## config.mk

```make
export PLATFORM = sky130hd
export DESIGN_NAME = fac_hole_cell
export DESIGN_NICKNAME = d
export VERILOG_FILES = /design/src/rtl/fac_pkg.sv /design/src/rtl/fac_hole_cell.sv
export SDC_FILE = /design/constraint.sdc
export NUM_CORES = 1
export LEC_CHECK = 0
export BUFFER_PORTS_ARGS = -buffer_cell sky130_fd_sc_hd__buf_2
export CAP_MARGIN = 40
export CORE_MARGIN = 5
export CORE_UTILIZATION = 25
export DETAILED_ROUTE_END_ITERATION = 12
export GPL_TIMING_DRIVEN = 0
export SYNTH_ARGS = -nofsm -noshare
export SYNTH_HDL_FRONTEND = slang
export SYNTH_SLANG_ARGS = --single-unit
```

## constraint.sdc

```tcl
create_clock -name clk -period 2.3 [get_ports clk]
set_input_delay 0.345 -clock clk [delete_from_list [all_inputs] [get_ports clk]]
set_output_delay 0.345 -clock clk [all_outputs]
set_load 0.05 [all_outputs]
```

## src/rtl/fac_pkg.sv

```systemverilog
// Shared types and constants of the fit allocator.
`default_nettype none
package fac_pkg;

    localparam int IDX_W   = 10;
    localparam int ADDR_W  = 16;
    localparam int LEN_W   = 17;
    localparam int BYTES_W = 21;
    localparam int WB_W    = 5;
    localparam int QUO_W   = BYTES_W + 1;
    localparam int CFG_W   = 17;

    localparam int DEF_MAX_HOLES  = 64;
    localparam int DEF_MAX_BLOCKS = 64;
    localparam int DEF_POOL_LIMIT = 65536;

    localparam logic [1:0] REQ_ALLOC  = 2'd0;
    localparam logic [1:0] REQ_FREE   = 2'd1;
    localparam logic [1:0] REQ_REINIT = 2'd2;

    localparam logic [1:0] CFG_POOL_WORDS = 2'd0;
    localparam logic [1:0] CFG_WORD_BYTES = 2'd1;
    localparam logic [1:0] CFG_FIT_POLICY = 2'd2;

    localparam logic [2:0] ST_OK       = 3'd0;
    localparam logic [2:0] ST_ZERO     = 3'd1;
    localparam logic [2:0] ST_FEW      = 3'd2;
    localparam logic [2:0] ST_NOFIT    = 3'd3;
    localparam logic [2:0] ST_NOTALLOC = 3'd4;
    localparam logic [2:0] ST_FULL     = 3'd5;

    typedef enum logic [2:0] {
        HOP_HOLD,
        HOP_ROT,
        HOP_UPD,
        HOP_DEL,
        HOP_INS,
        HOP_CLR
    } hole_op_t;

    typedef enum logic [2:0] {
        BOP_HOLD,
        BOP_ROT,
        BOP_SET,
        BOP_CLRV,
        BOP_CLRALL
    } blk_op_t;

    typedef struct packed {
        hole_op_t           op;
        logic [IDX_W-1:0]   idx;
        logic [ADDR_W-1:0]  start;
        logic [LEN_W-1:0]   len;
    } hole_ctl_t;

    typedef struct packed {
        blk_op_t            op;
        logic [IDX_W-1:0]   idx;
        logic [ADDR_W-1:0]  start;
        logic [LEN_W-1:0]   len;
    } blk_ctl_t;

endpackage
`default_nettype wire

```

## src/rtl/fac_hole_cell.sv

```systemverilog
// One entry of the address-ordered hole chain.
`default_nettype none
module fac_hole_cell #(
    parameter int IDX       = 0,
    parameter bit LAST      = 1'b0,
    parameter int RESET_LEN = 65536
) (
    input  wire logic                        clk,
    input  wire logic                        rst_n,
    input  wire fac_pkg::hole_ctl_t          ctl,
    input  wire logic [fac_pkg::ADDR_W-1:0]  left_start,
    input  wire logic [fac_pkg::LEN_W-1:0]   left_len,
    input  wire logic [fac_pkg::ADDR_W-1:0]  right_start,
    input  wire logic [fac_pkg::LEN_W-1:0]   right_len,
    output logic      [fac_pkg::ADDR_W-1:0]  start,
    output logic      [fac_pkg::LEN_W-1:0]   len
);
    import fac_pkg::*;

    localparam logic [IDX_W-1:0] ME = IDX_W'(IDX);
    localparam logic [LEN_W-1:0] RST_LEN = (IDX == 0) ? LEN_W'(RESET_LEN) : '0;

    logic [ADDR_W-1:0] start_reg, start_next;
    logic [LEN_W-1:0]  len_reg, len_next;

    always_comb
    begin
        start_next = start_reg;
        len_next   = len_reg;
        case (ctl.op)
            HOP_ROT:
            begin
                start_next = right_start;
                len_next   = right_len;
            end
            HOP_UPD:
            begin
                if (ME == ctl.idx)
                begin
                    start_next = ctl.start;
                    len_next   = ctl.len;
                end
            end
            HOP_DEL:
            begin
                // The last entry becomes empty as the tail moves down.
                if (ME >= ctl.idx)
                begin
                    start_next = LAST ? '0 : right_start;
                    len_next   = LAST ? '0 : right_len;
                end
            end
            HOP_INS:
            begin
                if (ME == ctl.idx)
                begin
                    start_next = ctl.start;
                    len_next   = ctl.len;
                end
                else if (ME > ctl.idx)
                begin
                    start_next = left_start;
                    len_next   = left_len;
                end
            end
            HOP_CLR:
            begin
                start_next = '0;
                len_next   = (IDX == 0) ? ctl.len : '0;
            end
            default:
            begin
                start_next = start_reg;
                len_next   = len_reg;
            end
        endcase
    end

    always_ff @(posedge clk or negedge rst_n)
    begin
        if (!rst_n)
        begin
            start_reg <= '0;
            len_reg   <= RST_LEN;
        end
        else
        begin
            start_reg <= start_next;
            len_reg   <= len_next;
        end
    end

    assign start = start_reg;
    assign len   = len_reg;

endmodule
`default_nettype wire

```

==> flow_summary.toml, run 1 <==
[run_status]
status = "complete, no violations"

[cells_and_area]
fillers = 1308
drive_gt1_share_pct = 37.3
seq_area_um2 = 827
multi_input_area_um2 = 2040
syn2layout_area_growth_pct = 34.9
antenna_cells = 0
layout_common_cells = "157 x buf_2, 42 x clkbuf_1, 34 x nand2_1"
largest_reg_flops = 17
final_common_cell = "buf_2"
final_nets = 639

[clock_network]
clock_latency_ns = 0.28
ctsHoldBuffers = 0
cts.sinks = 33
cts-buffers-inserted = 5
htreeDepth = 2
clkTransAtPathRegs_ns = 0.06
cts-root-buf = "clkbuf_16"
clock_tree.buffer_depth = 2
cts_tree = "done"

[routing]
drt-initial-drc-count = 251
drt_first_pass_iters = 5
post_drt_via_cell_ratio = 5.72
num_vias = 3970
routed_wl_um = 13500
wl_per_cell_um = 19.5
drc = 0
ant_nets = 0

[job]
drv_cap = 0

[sta]
fmax_ghz = 0.469
hold_violations = 0
fin_crit_sh_pct = 92.7
post-route-min-period_ns = 2.13
finalSetupViolations = 0
max_slew_margin_pct = 43.9
skew_ns = 0
worst_pin_slew_ns = 0.834
slew_violations = 0
hold_slack_ns = 0.169
setup_slack_ns = 0.168
grt_setup_unrepaired = "no"

[grt]
grt_max_degree = 34
grt_pass1_wl_um = 21200
grt_pass1_vias = 3890
grt_usage_pct = 17.9
antenna_found_initial = 2
overflow = 0

[yosys]
synth_fp_nets = 484
synth.distinct_cells = 29
synth_top_area_cell = "dfrtp_1"
synth_area_um2 = 3130
synth.avg_cell_area_um2 = 8.46
yosys_warnings = 0
seq_area_frac_synth_pct = 26.4
syn_inst = 370
ys_ff_latch = 33
synth_top_area_share_pct = 25.6
synth.area.top_cells = "dfrtp_1 26%, and4_1 9.2%, o31a_1 9.2%"

[die]
chipHeight_um = 122
fp.dieW_um = 122
core_region_area_um2 = 12200
start_util_pct = 25.7
ioPinCount = 147
num_rows = 40
die_area_um2 = 14900

[setup_path]
crit_fanout = 10
required_ns = 2.50
startpoint_type = "input port"
worst_setup_path_end_kind = "register"
crit_arrival_ns = 2.33
critPathKind = "in -> reg"

[hold_path]
hp-class = "in -> async"

[placed_design]
post-dp-hpwl_um = 10300
pre_cts_ws_ns = -0.202
port_buffers = 146
place_congestion = 0.844

[power_and_ir_drop]
p_per_area_nw_per_um2 = 560
ir_drop_uv = 267
leakage_nw = 1.70
-- logic make-up (layout without fill, tap and decap cells) --
kind of cell / count (synthesis) / after routing / synth area share, %
DFF: 33 / 33 / 26.4
and+or+nand+nor: 81 / 81 / 16.4
buffers and inverters: 56 / 212 / 8.52
AOI/OAI and AO/OA: 200 / 200 / 48.7
-- layer usage --
layer	part of all wire [%]	track usage (%)	up-vias
li1	-	-	1847
met1	43	24.0	1909
met2	48	29.0	196
met3	8.5	4.64	14
met4	0.95	4.20	4
met5	0.10	0	-
-- final cells by class --
cell class                 instances  share of cell area, %
sequential                        33                   19.6
buffer                            54                   6.14
inverter                           2                  0.178
clock buffer                       8                   3.23
multi-input combinational        281                   48.3
timing repair buffer             148                   17.5
tap                              168                   4.98
-- stage by stage --
step	power (mW)	instances	util, %	area (µm²)	setup TNS, ns
floorplan	1.37	370	-	3130	0
CTS	2.38	694	34.7	4220	0
finish	2.36	694	34.7	4220	0
detailed placement	1.71	686	33.5	4080	-4.64
global placement	1.70	684	33.5	4070	-11.19
global route	2.49	694	34.7	4220	0
-- synthesized netlist by cell type --
cell,number
and2_1,1
nor4_1,2
buf_2,9
dfstp_2,1
a31oi_1,28
a31o_2,17
a211oi_1,33
nor3_1,1
a221oi_1,17
nor2_1,3
nand2b_1,1
a21o_4,1
a2bb2oi_1,16
or2_2,2
nand2_1,34
or4_1,2
inv_1,1
nor2b_1,1
clkinv_1,1
a41o_1,1
o21ai_0,33
o31a_1,33
nor4_4,1
a22oi_1,16
clkbuf_1,39
dfrtp_1,32
and4_1,33
a31oi_2,5
buf_6,6
-- path summary, 6_finish.rpt --
path | from | end | slack [ns] | depth (start not counted)
worst min-delay path | rst_n | start[1] | 0.17 | 1
min in group clk | right_start[12] | start[12] | 0.41 | 3
max in group asynchronous | rst_n | len[1] | 1.60 | 1
worst max register to register | len[4] | len[4] | 1.49 | 2
worst max-delay path | ctl[39] | start[10] | 0.17 | 7
worst min register to register | len[8] | len[8] | 0.55 | 2
-- worst max-delay path, stage by stage --
cell and delay [ns]:
buf_2 0.10, nor4_1 0.73, buf_2 0.29, clkbuf_1 0.33, and4_1 0.24, o21ai_0 0.11, a31oi_2 0.18
-- report_power, final --
| group | switching [mW] | internal, mW |
|---|---|---|
| Clock | 0.252 | 0.403 |
| Sequential | 0.0516 | 0.672 |
| Combinational | 0.670 | 0.313 |
| Total | 0.974 | 1.39 |
-- timing repair --
| action | in CTS | in global routing |
|---|---|---|
| buffers inserted | 0 | 0 |
| resized for setup | 0 | 1 |
| endpoints found under the hold margin | 0 | 0 |
| setup endpoints to repair | 0 | 27 |
Power figures use the tool's default switching activity.
==> run 2: changes to the inputs <==
--- a/config.mk
+++ b/config.mk
@@ -7,6 +7,7 @@
 export LEC_CHECK = 0
 export BUFFER_PORTS_ARGS = -buffer_cell sky130_fd_sc_hd__buf_2
 export CAP_MARGIN = 40
+export CORE_ASPECT_RATIO = 1.2
 export CORE_MARGIN = 5
 export CORE_UTILIZATION = 25
 export DETAILED_ROUTE_END_ITERATION = 12
==> run 2 against run 1 <==
Compared with the run above:
- first-iteration DRC count up 24%
- sequential share of layout area down 0.064 points
- largest cell class unchanged
- critical endpoint is now start[5]
- register-to-register slack worse by 0.04 ns
- count of clock-buffer cells in the layout unchanged
==> flow_summary.toml, run 2 (same netlist as run 1, synthesis figures left out) <==
[placed_design]
port_buffers = 146
dpl.cell_count = 680
place_congestion = 0.820
post-dp-hpwl_um = 10800

[die]
core_region_area_um2 = 12200
die_area_um2 = 14900
num_rows = 44
ioPinCount = 147
fp.dieW_um = 112
start_util_pct = 25.7
chipHeight_um = 133

[grt]
grt_usage_pct = 17.5
antenna_found_initial = 0
overflow = 0
use_met2_pct = 31.1
grt-busiest-layer = "met2"
grt_max_degree = 34
met1_usage_pct = 19.5
grt_pass1_wl_um = 21200
grt_pass1_vias = 4021
use_met3_pct = 5.16

[setup_path]
startpoint_type = "input port"
worstReg2RegStart = "start[10]"
cp_slowest_cell = "nor4_4"
cpLargestDelayFamily = "simple AND/OR/NAND/NOR gates"
crit_arrival_ns = 2.29
worst_setup_path_end_kind = "register"
r2r_slack_ns = 1.45
cp_cell_sequence = "buf_2, or4_1, clkbuf_1, nor4_4, a21o_4, buf_6, a31oi_2"
rr_worst_depth = 2
crit_cells = 7
crit_fanout = 10
critPathKind = "in -> reg"
r2r_end = "start[10]"
max_stage_delay_ns = 0.58
critPathBufInv = 3
required_ns = 2.45

[sta]
skew_ns = 0
hold_violations = 0
max_slew_margin_pct = 44.4
fin_crit_sh_pct = 93.1
grt_setup_unrepaired = "no"
post-route-min-period_ns = 2.14
worst_pin_slew_ns = 0.834
finalSetupViolations = 0
fmax_ghz = 0.467
slew_violations = 0

[cells_and_area]
final_nets = 640
antenna_cells = 0
drive_gt1_share_pct = 37.8
syn2layout_area_growth_pct = 35.3
final_common_cell = "buf_2"
layout_common_cells = "156 x buf_2, 41 x clkbuf_1, 34 x nand2_1"
final_cell_count_no_fill = 688
largest_reg_flops = 17
utilization_pct = 34.8

[clock_network]
cts_resized = 0
htreeDepth = 2
cts-root-buf = "clkbuf_16"
clock_latency_ns = 0.28
ctsHoldBuffers = 0
cts-buffers-inserted = 5
cts.sinks = 33
clkTransAtPathRegs_ns = 0.06
postCtsSetupRepairBufs = 0
cts_tree = "done"
clock_tree.buffer_depth = 2

[power_and_ir_drop]
clkPwrFrac_pct = 27.7
internal_power_mw = 1.39
switching_share_pct = 41.2
leakage_nw = 1.71
power_frac_comb_pct = 41.6
p_sw_uw = 975
p_per_area_nw_per_um2 = 558
ir_drop_uv = 297
power_frac_seq_pct = 30.7

[routing]
drc = 0
routed_wl_um = 13600
num_vias = 3915
drt_first_pass_iters = 5
post_drt_via_cell_ratio = 5.69
wl_per_cell_um = 19.7
drt-initial-drc-count = 312
ant_nets = 0

[job]
drv_cap = 0

[hold_path]
hp-class = "in -> async"

[run_status]
status = "complete, no violations"
## run 2: cell type report
class / instances / area [µm²]
sequential: 33 / 827
tap: 161 / 201
inverter: 2 / 7.51
timing repair buffer: 149 / 756
clock buffer: 8 / 136
fill: 1301 / 7930
multi-input combinational: 281 / 2050
buffer: 54 / 260
## run 2: power by group through the flow
stage / registers (mW) / logic, mW / clock network, mW
2_1_floorplan: 1.04 / 0.329 / 0
3_3_place_gp: 0.732 / 0.964 / 0
3_5_place_dp: 0.738 / 0.979 / 0
4_1_cts: 0.727 / 0.981 / 0.665
5_1_grt: 0.735 / 1.05 / 0.688
6_report: 0.726 / 0.985 / 0.654
## run 2: worst reg2reg max path, delay by kind of cell (launching register included)
family	cells	cell delay, ns
flops	1	0.38
compound gates	2	0.34
## run 2: stage by stage
step | hold WS (ns) | worst slack [ns] | total power, mW | setup TNS [ns] | area [µm²]
floorplan | 0.0494 | 0.327 | 1.37 | 0 | 3130
global placement | 0.484 | -0.396 | 1.70 | -12.03 | 4060
finish | 0.164 | 0.160 | 2.37 | 0 | 4240
global route | 0.239 | 0.0650 | 2.48 | 0 | 4240
CTS | 0.195 | 0.0811 | 2.37 | 0 | 4220
detailed placement | 0.491 | -0.189 | 1.72 | -4.06 | 4090
## run 2: layer usage
layer  up-vias  wire length [µm]
met3        20              1200
met1      1873              5220
met4         0               326
li1       1846                 -
met5         -                 0
met2       176              6800
## run 2: how the worst max path moves through the flow
stage               startpoint        to  slack (ns)
floorplan              ctl[39]  start[5]        0.33
global placement       ctl[33]   len[13]       -0.40
detailed placement     ctl[39]   len[14]       -0.19
global route           ctl[33]    len[0]        0.07
CTS                    ctl[39]   len[14]        0.08
finish                 ctl[33]  start[5]        0.16
==> run 3: changes to the inputs <==
--- a/config.mk
+++ b/config.mk
@@ -12,6 +12,7 @@
 export CORE_UTILIZATION = 25
 export DETAILED_ROUTE_END_ITERATION = 12
 export GPL_TIMING_DRIVEN = 0
+export RECOVER_POWER = 25
 export SYNTH_ARGS = -nofsm -noshare
 export SYNTH_HDL_FRONTEND = slang
 export SYNTH_SLANG_ARGS = --single-unit
==> run 3 against run 2 <==
Compared with the run above:
- the run now ends with capacitance limit, slew limit left
- routed wire length is essentially flat
- maximum frequency about the same
- final cell count unchanged
- sequential share of layout area hardly changed
- hold slack gained 0.24 ns
- worst setup slack about the same
- first-iteration DRC count increased by 1.9%
==> flow_summary.toml, run 3 (same netlist as run 1, synthesis figures left out) <==
[power_and_ir_drop]
total_power_mw = 2.37
p_per_area_nw_per_um2 = 559
ir_drop_uv = 297
leakage_nw = 1.71

[grt]
grt_pass1_vias = 4021
grt_pass1_wl_um = 21200
grt_usage_pct = 17.5
overflow = 0
grt_max_degree = 34
antenna_found_initial = 0

[clock_network]
clock_tree.buffer_depth = 2
cts.sinks = 33
cts_tree = "done"
clock_latency_ns = 0.28
clkTransAtPathRegs_ns = 0.06
cts-root-buf = "clkbuf_16"
postCtsSetupRepairBufs = 0
cts-buffers-inserted = 5
htreeDepth = 2

[cells_and_area]
antenna_cells = 0
utilization_pct = 34.8
final_area_um2 = 4230
layout_common_cells = "155 x buf_2, 42 x clkbuf_1, 34 x nand2_1"
final_nets = 640
drive_gt1_share_pct = 37.6
final_common_cell = "buf_2"
largest_reg_flops = 17
syn2layout_area_growth_pct = 35.3

[routing]
num_vias = 3920
drc = 0
drt_first_pass_iters = 5
post_drt_via_cell_ratio = 5.70
routed_wl_um = 13500
drt-initial-drc-count = 318
wl_per_cell_um = 19.7
ant_nets = 0

[job]
drv_cap = 1

[die]
die_area_um2 = 14900
start_util_pct = 25.7
ioPinCount = 147
core_region_area_um2 = 12200
chipHeight_um = 133
num_rows = 44
fp.dieW_um = 112

[sta]
hold_slack_ns = 0.408
slew_violations = 34
fin_crit_sh_pct = 93.1
skew_ns = 0
fmax_ghz = 0.467
post-route-min-period_ns = 2.14
max_slew_margin_pct = -32.3
finalSetupViolations = 0
hold_violations = 0
grt_setup_unrepaired = "no"
worst_pin_slew_ns = 1.98

[placed_design]
placed_area_um2 = 4090
post-dp-hpwl_um = 10800
port_buffers = 146
place_congestion = 0.820

[setup_path]
startpoint_type = "input port"
r2r_slack_ns = 1.45
crit_fanout = 10
required_ns = 2.45
worst_setup_path_end_kind = "register"
crit_arrival_ns = 2.29
critPathKind = "in -> reg"

[run_status]
status = "complete, but fails checks"
violations = "capacitance limit, slew limit"

[hold_path]
hp-class = "in -> reg"
run 3: changes by cell type in the layout (fill, tap and decap cells not counted):
cell      delta
buf_2        -1
clkbuf_1     +1
run 3: power breakdown:
| group | internal (mW) | switching, mW | total [mW] |
|---|---|---|---|
| sequential | 0.672 | 0.0541 | 0.726 |
| clock | 0.403 | 0.252 | 0.655 |
| combinational | 0.315 | 0.670 | 0.985 |
| total | 1.39 | 0.976 | 2.37 |
run 3: cell type report:
type / count / area, µm²
flip-flops and latches: 33 / 827
multi-input cells: 281 / 2050
inverters: 2 / 7.51
fillers: 1302 / 7930
well taps: 161 / 201
clock buffers: 8 / 136
repair buffers: 149 / 754
plain buffers: 54 / 260
run 3: layer usage:
layer  GRT usage [%]  share of wire, %
met4            6.61               2.4
met5               0                 0
met2            31.1                50
met1            19.5                39
met3            5.16               8.7
run 3: stage by stage:
stage	worst slack [ns]	TNS (ns)	std cells
floorplan	0.327	0	370
global placement	-0.396	-12.03	677
detailed placement	-0.189	-4.06	680
CTS	0.0811	0	688
global route	0.0650	0	688
finish	0.160	0	688
run 3: timing repair:
item	CTS	global route
gates resized for setup	0	4
endpoints found under the setup margin	0	30
hold buffers	0	0
run 3: worst max-delay path, stage by stage:
cell	delay, ns
buf_2	0.10
or4_1	0.50
clkbuf_1	0.28
nor4_4	0.58
a21o_4	0.22
buf_6	0.17
a31oi_2	0.09
run 3: worst paths after layout:
check                            end           start  cells after the start
setup reg to reg           start[10]       start[10]                      2
setup / recovery            start[5]         ctl[33]                      7
max in group asynchronous  start[11]           rst_n                      1
hold / removal              start[3]  right_start[3]                      3
hold reg to reg              len[15]         len[15]                      2
min in group asynchronous   start[1]           rst_n                      1
